$ cat src/hw/rtl/pkst_pkg.sv
`timescale 1ns / 1ps
`default_nettype none
// ----------------------------------------------------------------------------
// pkst_pkg
// Shared types, constants and helpers for the port knock sequence tracker.
// ----------------------------------------------------------------------------
package pkst_pkg;

  localparam int TABLE_DEPTH_DEF = 16;
  localparam int SEQ_MAX         = 6;
  localparam int PORT_REGS       = 6;
  localparam int LEN_W           = 3;
  localparam int PORT_W          = 16;
  localparam int ADDR_W          = 32;
  localparam int CFG_AW          = 5;
  localparam int CFG_DW          = 32;
  localparam int REG_IDX_W       = 3;

  // register indexes on the configuration port
  typedef enum logic [REG_IDX_W-1:0] {
    REG_SEQ_LEN = 3'd0,
    REG_PORT0   = 3'd1,
    REG_PORT1   = 3'd2,
    REG_PORT2   = 3'd3,
    REG_PORT3   = 3'd4,
    REG_PORT4   = 3'd5,
    REG_PORT5   = 3'd6
  } reg_idx_t;

  typedef struct packed {
    logic [ADDR_W-1:0] source_address;
    logic [PORT_W-1:0] source_port;
    logic [PORT_W-1:0] dest_port;
  } in_word_t;

  typedef struct packed {
    logic sequence_hit;
    logic table_full_drop;
  } out_word_t;

  typedef logic [PORT_REGS-1:0][PORT_W-1:0] port_arr_t;

  typedef struct packed {
    logic [ADDR_W-1:0] addr;
    logic [PORT_W-1:0] sport;
    logic [LEN_W-1:0]  prog;
  } entry_t;

  // controller to datapath
  typedef struct packed {
    logic load;
    logic scan;
    logic decide;
  } dp_cmd_t;

  // datapath to controller
  typedef struct packed {
    logic scan_last;
    logic out_free;
  } dp_status_t;

  // clamp the programmed length into 2..SEQ_MAX
  function automatic logic [LEN_W-1:0] eff_len(input logic [LEN_W-1:0] len);
    logic [LEN_W-1:0] res;
    res = len;
    if (len < LEN_W'(2)) res = LEN_W'(2);
    else if (len > LEN_W'(SEQ_MAX)) res = LEN_W'(SEQ_MAX);
    return res;
  endfunction

endpackage
`default_nettype wire

$ cat src/hw/rtl/pkst_ctrl.sv
`timescale 1ns / 1ps
`default_nettype none
// ----------------------------------------------------------------------------
// pkst_ctrl
// Sequencer: takes a word, walks the table scan, then commits the decision.
// ----------------------------------------------------------------------------
module pkst_ctrl (
  input  wire                  clk,
  input  wire                  rst_n,
  input  wire                  in_valid,
  output logic                 in_stall,
  input  pkst_pkg::dp_status_t status,
  output pkst_pkg::dp_cmd_t    cmd
);
  import pkst_pkg::*;

  typedef enum logic [1:0] {
    S_IDLE,
    S_SCAN,
    S_FLUSH,
    S_DECIDE
  } state_t;

  state_t state_r, state_nxt;

  always_comb begin
    state_nxt  = state_r;
    cmd        = '0;
    in_stall   = 1'b1;
    case (state_r)
      S_IDLE: begin
        in_stall = 1'b0;
        if (in_valid) begin
          cmd.load  = 1'b1;
          state_nxt = S_SCAN;
        end
      end
      S_SCAN: begin
        cmd.scan = 1'b1;
        if (status.scan_last) state_nxt = S_FLUSH;
      end
      // last compare lands here
      S_FLUSH: state_nxt = S_DECIDE;
      S_DECIDE: begin
        if (status.out_free) begin
          cmd.decide = 1'b1;
          state_nxt  = S_IDLE;
        end
      end
      default: state_nxt = S_IDLE;
    endcase
  end

  always_ff @(posedge clk) begin
    if (!rst_n) begin
      state_r <= S_IDLE;
    end else begin
      state_r <= state_nxt;
    end
  end

endmodule
`default_nettype wire

$ cat src/hw/rtl/pkst_dp.sv
`timescale 1ns / 1ps
`default_nettype none
// ----------------------------------------------------------------------------
// pkst_dp
// Sender table, scan compare, decision logic and result register.
// ----------------------------------------------------------------------------
module pkst_dp #(
  parameter int TABLE_DEPTH = pkst_pkg::TABLE_DEPTH_DEF
) (
  input  wire                         clk,
  input  wire                         rst_n,
  input  pkst_pkg::in_word_t          in_data,
  input  wire [pkst_pkg::LEN_W-1:0]   seq_len,
  input  pkst_pkg::port_arr_t         knock_ports,
  input  pkst_pkg::dp_cmd_t           cmd,
  output pkst_pkg::dp_status_t        status,
  output logic                        out_valid,
  input  wire                         out_stall,
  output pkst_pkg::out_word_t         out_data
);
  import pkst_pkg::*;

  localparam int AW = (TABLE_DEPTH > 1) ? $clog2(TABLE_DEPTH) : 1;

  entry_t                 mem [TABLE_DEPTH];
  entry_t                 rd_q_r;
  logic [TABLE_DEPTH-1:0] valid_r, valid_nxt;
  in_word_t               item_r;
  logic [AW-1:0]          scan_idx_r;
  logic [AW-1:0]          cmp_idx_r;
  logic                   cmp_vld_r;
  logic                   found_r;
  logic [AW-1:0]          found_idx_r;
  logic [LEN_W-1:0]       found_prog_r;
  logic                   free_r;
  logic [AW-1:0]          free_idx_r;
  logic                   out_valid_r;
  out_word_t              out_data_r;

  logic             key_match;
  logic [LEN_W-1:0] len;
  logic [PORT_W-1:0] exp_port;
  logic             adv, done, freed, new_knock, use_found, have_slot;
  logic [AW-1:0]    slot_idx, wr_idx;
  logic [LEN_W-1:0] wr_prog;
  logic             wr_en;

  assign status.scan_last = (scan_idx_r == AW'(TABLE_DEPTH - 1));
  assign status.out_free  = !out_valid_r || !out_stall;
  assign out_valid        = out_valid_r;
  assign out_data         = out_data_r;

  assign key_match = valid_r[cmp_idx_r] &&
                     (rd_q_r.addr == item_r.source_address) &&
                     (rd_q_r.sport == item_r.source_port);

  always_comb begin
    len       = eff_len(seq_len);
    exp_port  = (found_prog_r < LEN_W'(PORT_REGS)) ? knock_ports[found_prog_r] : '0;
    // progress at or past the length counts as a mismatch
    adv       = found_r && (found_prog_r < len) && (item_r.dest_port == exp_port);
    done      = adv && (found_prog_r == len - LEN_W'(1));
    freed     = found_r && !adv;
    new_knock = !adv && (item_r.dest_port == knock_ports[0]);
    // a just freed entry competes for lowest free index
    use_found = freed && (!free_r || (found_idx_r < free_idx_r));
    have_slot = free_r || freed;
    slot_idx  = use_found ? found_idx_r : free_idx_r;
    wr_idx    = adv ? found_idx_r : slot_idx;
    wr_prog   = adv ? found_prog_r + LEN_W'(1) : LEN_W'(1);
    wr_en     = cmd.decide && ((adv && !done) || (new_knock && have_slot));

    valid_nxt = valid_r;
    if (cmd.decide) begin
      if (done || freed) valid_nxt[found_idx_r] = 1'b0;
      if (new_knock && have_slot) valid_nxt[slot_idx] = 1'b1;
    end
  end

  // table storage
  always_ff @(posedge clk) begin
    if (wr_en) begin
      mem[wr_idx] <= '{addr: item_r.source_address, sport: item_r.source_port,
                       prog: wr_prog};
    end
    if (cmd.scan) begin
      rd_q_r <= mem[scan_idx_r];
    end
  end

  always_ff @(posedge clk) begin
    if (!rst_n) begin
      valid_r     <= '0;
      cmp_vld_r   <= 1'b0;
      scan_idx_r  <= '0;
      found_r     <= 1'b0;
      free_r      <= 1'b0;
      out_valid_r <= 1'b0;
    end else begin
      valid_r   <= valid_nxt;
      cmp_vld_r <= cmd.scan;
      if (cmd.load) begin
        scan_idx_r <= '0;
        found_r    <= 1'b0;
        free_r     <= 1'b0;
      end else begin
        if (cmd.scan) scan_idx_r <= scan_idx_r + AW'(1);
        if (cmp_vld_r) begin
          if (key_match && !found_r) found_r <= 1'b1;
          if (!valid_r[cmp_idx_r] && !free_r) free_r <= 1'b1;
        end
      end
      if (cmd.decide) out_valid_r <= 1'b1;
      else if (!out_stall) out_valid_r <= 1'b0;
    end
  end

  always_ff @(posedge clk) begin
    if (cmd.load) item_r <= in_data;
    if (cmd.scan) cmp_idx_r <= scan_idx_r;
    if (cmp_vld_r && key_match && !found_r) begin
      found_idx_r  <= cmp_idx_r;
      found_prog_r <= rd_q_r.prog;
    end
    if (cmp_vld_r && !valid_r[cmp_idx_r] && !free_r) free_idx_r <= cmp_idx_r;
    if (cmd.decide) begin
      out_data_r.sequence_hit    <= done;
      out_data_r.table_full_drop <= new_knock && !have_slot;
    end
  end

endmodule
`default_nettype wire

$ cat src/hw/rtl/port_knock_sequence_tracker_unit.sv
`timescale 1ns / 1ps
`default_nettype none
// ----------------------------------------------------------------------------
// port_knock_sequence_tracker_unit
// Tracks each sender's progress through a configured port knock sequence.
// ----------------------------------------------------------------------------
// One packet word in, one result word out. The sender table is a single-port
// memory of TABLE_DEPTH entries that is scanned one entry per cycle, so each
// word occupies the block through accept, scan, last compare and commit; a
// finished result may wait in the output register while the next word is
// accepted. Valid marks clear at reset, no clearing pass.
// Configuration: register 0 at 0x00 is sequence_length (3 bits), registers
// 1..6 at 0x04..0x18 are the knock ports; write only while idle.
module port_knock_sequence_tracker_unit #(
  parameter int TABLE_DEPTH = pkst_pkg::TABLE_DEPTH_DEF
) (
  input  wire                         clk,
  input  wire                         rst_n,
  input  wire                         in_valid,
  output logic                        in_stall,
  input  pkst_pkg::in_word_t          in_data,
  output logic                        out_valid,
  input  wire                         out_stall,
  output pkst_pkg::out_word_t         out_data,
  input  wire                         psel,
  input  wire                         penable,
  input  wire                         pwrite,
  input  wire [pkst_pkg::CFG_AW-1:0]  paddr,
  input  wire [pkst_pkg::CFG_DW-1:0]  pwdata,
  output logic [pkst_pkg::CFG_DW-1:0] prdata,
  output logic                        pready
);
  import pkst_pkg::*;

  logic [LEN_W-1:0] seq_len_r;
  port_arr_t        ports_r;
  reg_idx_t         reg_idx;
  logic             wr_stb;
  dp_cmd_t          cmd;
  dp_status_t       status;

  assign pready  = 1'b1;
  assign reg_idx = reg_idx_t'(paddr[CFG_AW-1:2]);
  assign wr_stb  = psel && penable && pwrite;

  always_ff @(posedge clk) begin
    if (!rst_n) begin
      seq_len_r <= LEN_W'(2);
      ports_r   <= '0;
    end else if (wr_stb) begin
      case (reg_idx)
        REG_SEQ_LEN: seq_len_r  <= pwdata[LEN_W-1:0];
        REG_PORT0:   ports_r[0] <= pwdata[PORT_W-1:0];
        REG_PORT1:   ports_r[1] <= pwdata[PORT_W-1:0];
        REG_PORT2:   ports_r[2] <= pwdata[PORT_W-1:0];
        REG_PORT3:   ports_r[3] <= pwdata[PORT_W-1:0];
        REG_PORT4:   ports_r[4] <= pwdata[PORT_W-1:0];
        REG_PORT5:   ports_r[5] <= pwdata[PORT_W-1:0];
        default: ;
      endcase
    end
  end

  always_comb begin
    case (reg_idx)
      REG_SEQ_LEN: prdata = CFG_DW'(seq_len_r);
      REG_PORT0:   prdata = CFG_DW'(ports_r[0]);
      REG_PORT1:   prdata = CFG_DW'(ports_r[1]);
      REG_PORT2:   prdata = CFG_DW'(ports_r[2]);
      REG_PORT3:   prdata = CFG_DW'(ports_r[3]);
      REG_PORT4:   prdata = CFG_DW'(ports_r[4]);
      REG_PORT5:   prdata = CFG_DW'(ports_r[5]);
      default:     prdata = '0;
    endcase
  end

  pkst_ctrl u_ctrl (
    .clk      (clk),
    .rst_n    (rst_n),
    .in_valid (in_valid),
    .in_stall (in_stall),
    .status   (status),
    .cmd      (cmd)
  );

  pkst_dp #(
    .TABLE_DEPTH (TABLE_DEPTH)
  ) u_dp (
    .clk         (clk),
    .rst_n       (rst_n),
    .in_data     (in_data),
    .seq_len     (seq_len_r),
    .knock_ports (ports_r),
    .cmd         (cmd),
    .status      (status),
    .out_valid   (out_valid),
    .out_stall   (out_stall),
    .out_data    (out_data)
  );

endmodule
`default_nettype wire

$ cat config.mk
export PLATFORM = sky130hd
export DESIGN_NAME = port_knock_sequence_tracker_unit
export DESIGN_NICKNAME = d
export VERILOG_FILES = /design/src/hw/rtl/pkst_pkg.sv /design/src/hw/rtl/pkst_ctrl.sv /design/src/hw/rtl/pkst_dp.sv /design/src/hw/rtl/port_knock_sequence_tracker_unit.sv
export SDC_FILE = /design/constraint.sdc
export NUM_CORES = 1
export LEC_CHECK = 0
export BUFFER_PORTS_ARGS = -buffer_cell sky130_fd_sc_hd__buf_2
export CAP_MARGIN = 25
export CORE_UTILIZATION = 62
export DETAILED_ROUTE_END_ITERATION = 7
export HOLD_SLACK_MARGIN = 0.1
export PLACE_DENSITY = 0.83
export SLEW_MARGIN = 0
export SYNTH_ARGS = -nofsm -noshare
export SYNTH_HDL_FRONTEND = slang
export SYNTH_SLANG_ARGS = --single-unit
$ cat constraint.sdc
create_clock -name clk -period 9.9 [get_ports clk]
set_input_delay 0 -clock clk [delete_from_list [all_inputs] [get_ports clk]]
set_output_delay 0 -clock clk [all_outputs]
set_load 0.005 [all_outputs]
# After elaboration in Yosys (flattened, before gate mapping)
# Memory sizes are Yosys's and may differ from the RTL's. A register that Yosys moved wholly into a read port is not among the register bits.
# Index checks and enable logic that the tools add are counted.
# W data, S select, Z words.
dict set report op_classes {
  eq_ne 19
  addsub 3
  n_bitwise 4
  n_mux 32
  reduce_logical 48
  n_lt_le_gt_ge 11
}
# operator n
set ops {}
lappend ops {{$pmux W16 S7} 1}
lappend ops {{$mux W16} 5}
lappend ops {{$bmux W16 S3} 1}
lappend ops {{$eq A16 B16 Y1} 3}
lappend ops {{$eq A32 B32 Y1} 1}
lappend ops {{$logic_and A1 B1 Y1} 22}
lappend ops {{$reduce_and A2 Y1} 9}
lappend ops {{$and A16 B16 Y16} 1}
lappend ops {{$not A16 Y16} 1}
lappend ops {{$or A16 B16 Y16} 1}
lappend ops {{$lt A4 B5 Y1 const B} 3}
lappend ops {{$mux W1} 13}
lappend ops {{$eq A3 B3 Y1 const B} 3}
lappend ops {{$mux W3} 3}
lappend ops {{$demux W1 S4} 2}
lappend ops {{$ge A4 B1 Y1 const B} 2}
lappend ops {{$logic_not A1 Y1} 8}
lappend ops {{$mux W4} 2}
lappend ops {{$pmux W2 S4} 1}
lappend ops {{$eq A3 B2 Y1 const B} 2}
lappend ops {{$mux W2} 3}
lappend ops {{$ne A2 B2 Y1 const B} 3}
lappend ops {{$logic_or A1 B1 Y1} 5}
lappend ops {{$add A4 B1 Y4 const B} 1}
lappend ops {{20 further kinds} 21}
dict set report word_totals {
  ramBits 816
  memories 1
  word_cells 141
  in_bits 108
  reg_bits 206
}
# name words word_bits read_ports rd_ports_with_merged_regs wr line
set memory_table {}
lappend memory_table {u_dp.mem 16 51 1 1 1 pkst_dp.sv:25} ;# entry_t mem [TABLE_DEPTH];

# Depth between registers and ports, before layout
dict set report logic_depth {
  depth_word 16
  mapped_depth 13
  mapped_depth_nobuf 12
}

# Modules after synthesis
# A second synthesis with hierarchy kept.
dict set report hier_totals {
  hier_cells 2203
  area_unflattened_um2 43161.4
}
# mod seq_area_each_um2 n_inst area_each_um2 cells_each
set modules_own_cells {}
lappend modules_own_cells {pkst_dp 28947.8 1 38363.0 1710}
lappend modules_own_cells {port_knock_sequence_tracker_unit 1981.9 1 4615.7 471}
lappend modules_own_cells {pkst_ctrl 40.0 1 182.7 22}

# Worst setup path after synthesis
# Ideal clock, no wire load.
dict set report synth_timing {
  kind {register to register}
  start {register u_dp.found_prog_r[0]}
  end {memory u_dp.mem[15][0] (netlist name), enable pin}
  setup_ps 538
  t_arrival_ps 6411
  setup_slack_ps 2951
  stages_incl_launch_ff 10
  path_cell_list {edfxtp_1 > buf_6 > mux4_2 > and2_1 > or3_1 > a22oi_2 > o2111ai_2 > nor3_2 > mux2_4 > o32ai_1}
}
dict set report synth_via {
  elab_chain_cells 13
  elab_cells_between_ends 24
  cone_classes {2 x order compare; 2 x eq/ne; 7 x mux; 13 x reduce/logical}
}
# item line
set synth_lines {}
lappend synth_lines {{from (decl)} pkst_dp.sv:34} ;# logic [LEN_W-1:0] found_prog_r;
lappend synth_lines {{from (signal assigned)} pkst_dp.sv:123} ;# found_prog_r <= rd_q_r.prog;
lappend synth_lines {{$bmux W16 S3} pkst_dp.sv:59} ;# exp_port = (found_prog_r < LEN_W'(PORT_REGS)) ? knock_ports[found_prog_r] : '0;
lappend synth_lines {{$mux W16 (implied by the code)} pkst_dp.sv:59}
lappend synth_lines {{$mux W16} pkst_dp.sv:59}
lappend synth_lines {{$eq A16 B16 Y1} pkst_dp.sv:61} ;# adv = found_r && (found_prog_r < len) && (item_r.dest_port == exp_port);
lappend synth_lines {{$logic_and A1 B1 Y1} pkst_dp.sv:61}
lappend synth_lines {{$logic_not A1 Y1} {pkst_dp.sv:63, pkst_dp.sv:64}}
lappend synth_lines {{$logic_and A1 B1 Y1} pkst_dp.sv:63} ;# freed = found_r && !adv;
lappend synth_lines {{$logic_or A1 B1 Y1} pkst_dp.sv:67} ;# have_slot = free_r || freed;
lappend synth_lines {{$logic_and A1 B1 Y1} pkst_dp.sv:71} ;# wr_en = cmd.decide && ((adv && !done) || (new_knock && have_slot));
lappend synth_lines {{$logic_or A1 B1 Y1} pkst_dp.sv:71}
lappend synth_lines {{$logic_and A1 B1 Y1} pkst_dp.sv:71}
lappend synth_lines {{$mux W1} pkst_dp.sv:82} ;# if (wr_en) begin
lappend synth_lines {{$mux W1 (implied by the code)} pkst_dp.sv:83} ;# mem[wr_idx] <= '{addr: item_r.source_address, sport: item_r.source_port,
lappend synth_lines {{to (decl)} pkst_dp.sv:25}
# Several ways; a longest one is shown, not always the timed one. The select of a mux whose other input is x is not followed.

# Worst setup path in the final report
dict set report layout_timing {
  start {register u_dp.found_prog_r[0]}
  end {memory u_dp.mem[15][12] (netlist name), enable pin}
}
# The elaborated chain is that of the path after synthesis.

==> summary.md <==
| Metric | Value |
|---|---|
| Status | finished clean |
| I/O pin cnt | 145 |
| Chip width | 264 µm |
| Die Area | 69900 µm² |
| Peak VDD IR | 0.199 mV |
| R2r worst-path depth | 11 |
| Synth Area in XOR/XNOR | 1.85% |
| Actual slew at the worst max-slew pin | 1.14 ns |
| First-pass GRT wire length | 175000 µm |
| Clk sink count | 1073 |
| Drt first pass iters | 8 |
| Mean number of vias per cell | 7.06 |
| Postcts setup bufs | 0 |
| CP Launch Type | flop |
| Syn-to-layout area delta | 15.5% |
| HPWL Detailed | 52700 µm |
| Resized Gates After CTS | 0 |
| Fin util | 72.8% |
| Final Total Pwr | 11.0 mW |
| Final setup fails | 0 |
| Number of global-route vias before repair | 25375 |
| R2R Path Start | u_dp.found_prog_r[0]$_DFFE_PP_ |
| Nets | 2709 |
| 1st-iter DRT viols | 3977 |
| Pre-CTS WS | 4.88 ns |
| Synthesized cell area | 42700 µm² |
| Slew Limit Headroom | 24.1% |
| Max_cap viols | 0 |
| Drt drc | 0 |
| Max FO, Critical Path | 51 |
| GRT Util Overall | 35.2% |
| Worst Hold Class | in2reg |
| Mux cell area share after synthesis | 15.9% |
| ANT nets after route | 0 |
| Sequential-to-total area share from yosys stat | 72.6% |
| CTS tree | yes |
| Final Skew | 0.0799 ns |
| Synth Area in Adders | 0.411% |
| PortBufs | 109 |
| Gpl congestion | 0.924 |
| Cts hold-fix bufs | 149 |
| Worst setup margin | 4.75 ns |
| Hold Crit Endpoint | ports_r[92]$_SDFFE_PN0P_ |
| Final hold violation count | 0 |
| Max Root-Sink Buffers | 3 |
| Clock latency on the worst-skew pair | 0.71 ns |
| Grt met2 use | 59.4% |
| Crit path kind | reg2reg |
| Global-route met1 utilization | 44.6% |
| Leakage power | 15.6 nW |
| Pwr per Cell Area | 224 nW/µm² |
| Critical path startpoint | u_dp.found_prog_r[0]$_DFFE_PP_ |
| M3 GR Usage | 6.06% |
| Vias | 25026 |
| Layout cell share with drive strength beyond 1 | 23.1% |
| Max Slew Vio Count | 0 |
| Reg clk slew, reported paths | 0.06 ns |
| Initial Util | 63.1% |
| Setup crit end kind | flop |
| Wire per inst | 34.1 µm |
| H-tree depth | 3 |
| Worst EP arrival | 5.44 ns |
| Dominant synthesized flop cell | edfxtp_1 |
| Fillers | 3636 |
| Crit path time final | 5.15 ns |
| CTS Buf Count | 102 |
| Mean Syn Cell Area | 18.5 µm² |
| Commonest non-fill, non-tap cells in the layout | edfxtp_1, mux4_2, nand2_1 |
| Synth cell types | 59 |
| RR Endpoint | u_dp.mem[15][12]$_DFFE_PP_ |
| Site row count | 95 |
| Grt peak-use layer | met2 |
| Post-synthesis simple-gate area fraction | 4.18% |
| HP Start | pwdata[12] |
| Largest family of logic cells by synthesized area | multiplexers |
| Reg2Reg Setup Slack | 4.75 ns |
| Clock root cell | clkbuf_16 |
| Die Ht | 264 µm |
| Critical Path RT | 10.19 ns |
| #FFs+latches synth | 1073 |
| Final wirelength | 121000 µm |
| Cells after Synth | 2310 |
| Initial antenna violation count | 1 |
| Setup TNS | 0 ns |
| Achievable Freq | 0.194 GHz |
| Worst Hold Depth | 4 |
| Largest net degree at the start of global routing | 159 |
| EDFF count, synth | 948 |
| Compound-cell area share of the yosys netlist | 3.36% |
| Core area | 67600 µm² |
| Most common cell after layout, fill and taps aside | edfxtp_1 |
| Post-synthesis async set-or-reset flop share | 0% |
| Final period utilization | 52.1% |
| RSZ-0062 raised after global routing | false |
| Yosys warns | 0 |
| GRT Residual Overflow | 0 |
layout make-up:
type | count | area [µm²] | share of cell area (%)
Timing Repair Buffer | 302 | 2510 | 5.11
Sequential cell | 1073 | 31000 | 62.9
Antenna cell | 1 | 2.50 | 0.00508
Clock buffer | 133 | 2750 | 5.59
Multi-Input combinational cell | 1088 | 11300 | 22.9
Clock inverter | 55 | 571 | 1.16
Inverter | 20 | 75.1 | 0.152
Tap cell | 873 | 1090 | 2.22
worst max-delay path, cell delays in order (launching register included):
cell and delay (ns):
edfxtp_1 0.33, buf_4 0.53, mux4_1 0.65, xnor2_1 0.33, a21oi_1 0.12, nor3_1 0.30, nand4_1 0.32, nor3_2 0.20
buf_4 0.23, mux2_4 0.50, o32ai_4 0.32, buf_4 0.80
synthesized netlist by cell type, types with 2 or more instances:
| cell | n | share of area [%] |
|---|---|---|
| nor4_1 | 18 | 0.26 |
| nand4_1 | 24 | 0.35 |
| mux4_1 | 6 | 0.37 |
| a22o_1 | 4 | 0.082 |
| and2_1 | 10 | 0.15 |
| ha_1 | 14 | 0.41 |
| nand3_1 | 11 | 0.13 |
| xnor2_1 | 26 | 0.53 |
| a31oi_1 | 3 | 0.044 |
| clkbuf_1 | 88 | 0.77 |
| o21ai_0 | 31 | 0.36 |
| edfxtp_1 | 948 | 67 |
| or4_1 | 2 | 0.035 |
| o2111ai_1 | 2 | 0.041 |
| a311oi_1 | 2 | 0.041 |
| mux2i_1 | 41 | 0.96 |
| a21oi_1 | 120 | 1.4 |
| and3_1 | 5 | 0.073 |
| a221oi_1 | 7 | 0.14 |
| xor2_1 | 64 | 1.3 |
| mux4_2 | 265 | 14 |
| or3_1 | 6 | 0.088 |
| o32ai_1 | 2 | 0.041 |
| buf_4 | 22 | 0.39 |
| nand2_1 | 237 | 2.1 |
| nor2_1 | 48 | 0.42 |
| nor3_1 | 6 | 0.070 |
| mux2_2 | 19 | 0.50 |
| nor2b_1 | 13 | 0.19 |
| inv_1 | 20 | 0.18 |
| conb_1 | 2 | 0.018 |
| o22ai_1 | 17 | 0.25 |
| buf_1 | 26 | 0.23 |
| nand2b_1 | 6 | 0.088 |
| o211ai_1 | 16 | 0.28 |
| a22oi_1 | 15 | 0.26 |
| a21o_1 | 2 | 0.035 |
| dfxtp_1 | 125 | 5.9 |
| a221o_1 | 4 | 0.094 |
| buf_2 | 4 | 0.047 |
| o221ai_1 | 4 | 0.082 |
| or2_2 | 5 | 0.073 |
| buf_6 | 4 | 0.11 |
how the worst max path moves through the flow:
stage | endpoint
after global routing | u_dp.mem[15][7]$_DFFE_PP_
final | u_dp.mem[15][12]$_DFFE_PP_
after floorplan | u_dp.mem[15][0]$_DFFE_PP_
after detailed placement | u_dp.mem[15][22]$_DFFE_PP_
after CTS | u_dp.mem[15][1]$_DFFE_PP_
after global placement | u_dp.mem[15][22]$_DFFE_PP_
kinds of logic after synthesis:
logic type / count (synthesis)
XOR/XNOR: 90
AND/OR/NAND/NOR: 397
flip-flops: 1073
AO/OA/AOI/OAI: 238
adder cells (fa/ha/maj): 14
buffers and inverters: 164
multiplexers: 332
other: 2
routing by layer:
metal | routed length [µm] | up-vias
li1 | - | 9751
met2 | 62100 | 2263
met1 | 40300 | 12642
met5 | 0 | -
met3 | 12900 | 370
met4 | 5660 | 0
stage by stage:
step	cell area (µm²)	cells	hold slack [ns]
after global routing	49300	3545	0.180
after global placement	44200	3198	0.177
after floorplan	42700	2325	0.0989
after detailed placement	44300	3200	0.178
final	49300	3545	0.195
after CTS	49100	3537	0.156
registers in the layout, indices dropped and copies added (netlist names):
name,count
u_dp.mem,816
ports_r,96
u_dp.item_r,64
u_dp.rd_q_r,51
u_dp.valid_r,16
u_dp.cmp_idx_r,4
u_dp.found_idx_r,4
u_dp.free_idx_r,4
u_dp.scan_idx_r,4
seq_len_r,3
u_dp.found_prog_r,3
u_ctrl.state_r,2
u_dp.out_data,2
u_dp.cmp_vld_r,1
u_dp.found_r,1
u_dp.free_r,1
u_dp.out_valid,1
power breakdown:
group          internal (mW)  switching [mW]  total, mW
clock network           2.17            1.84       4.00
logic                  0.643           0.708       1.35
registers               5.33           0.351       5.68
total                   8.13            2.89       11.0
(Power assumes the default switching activity.)
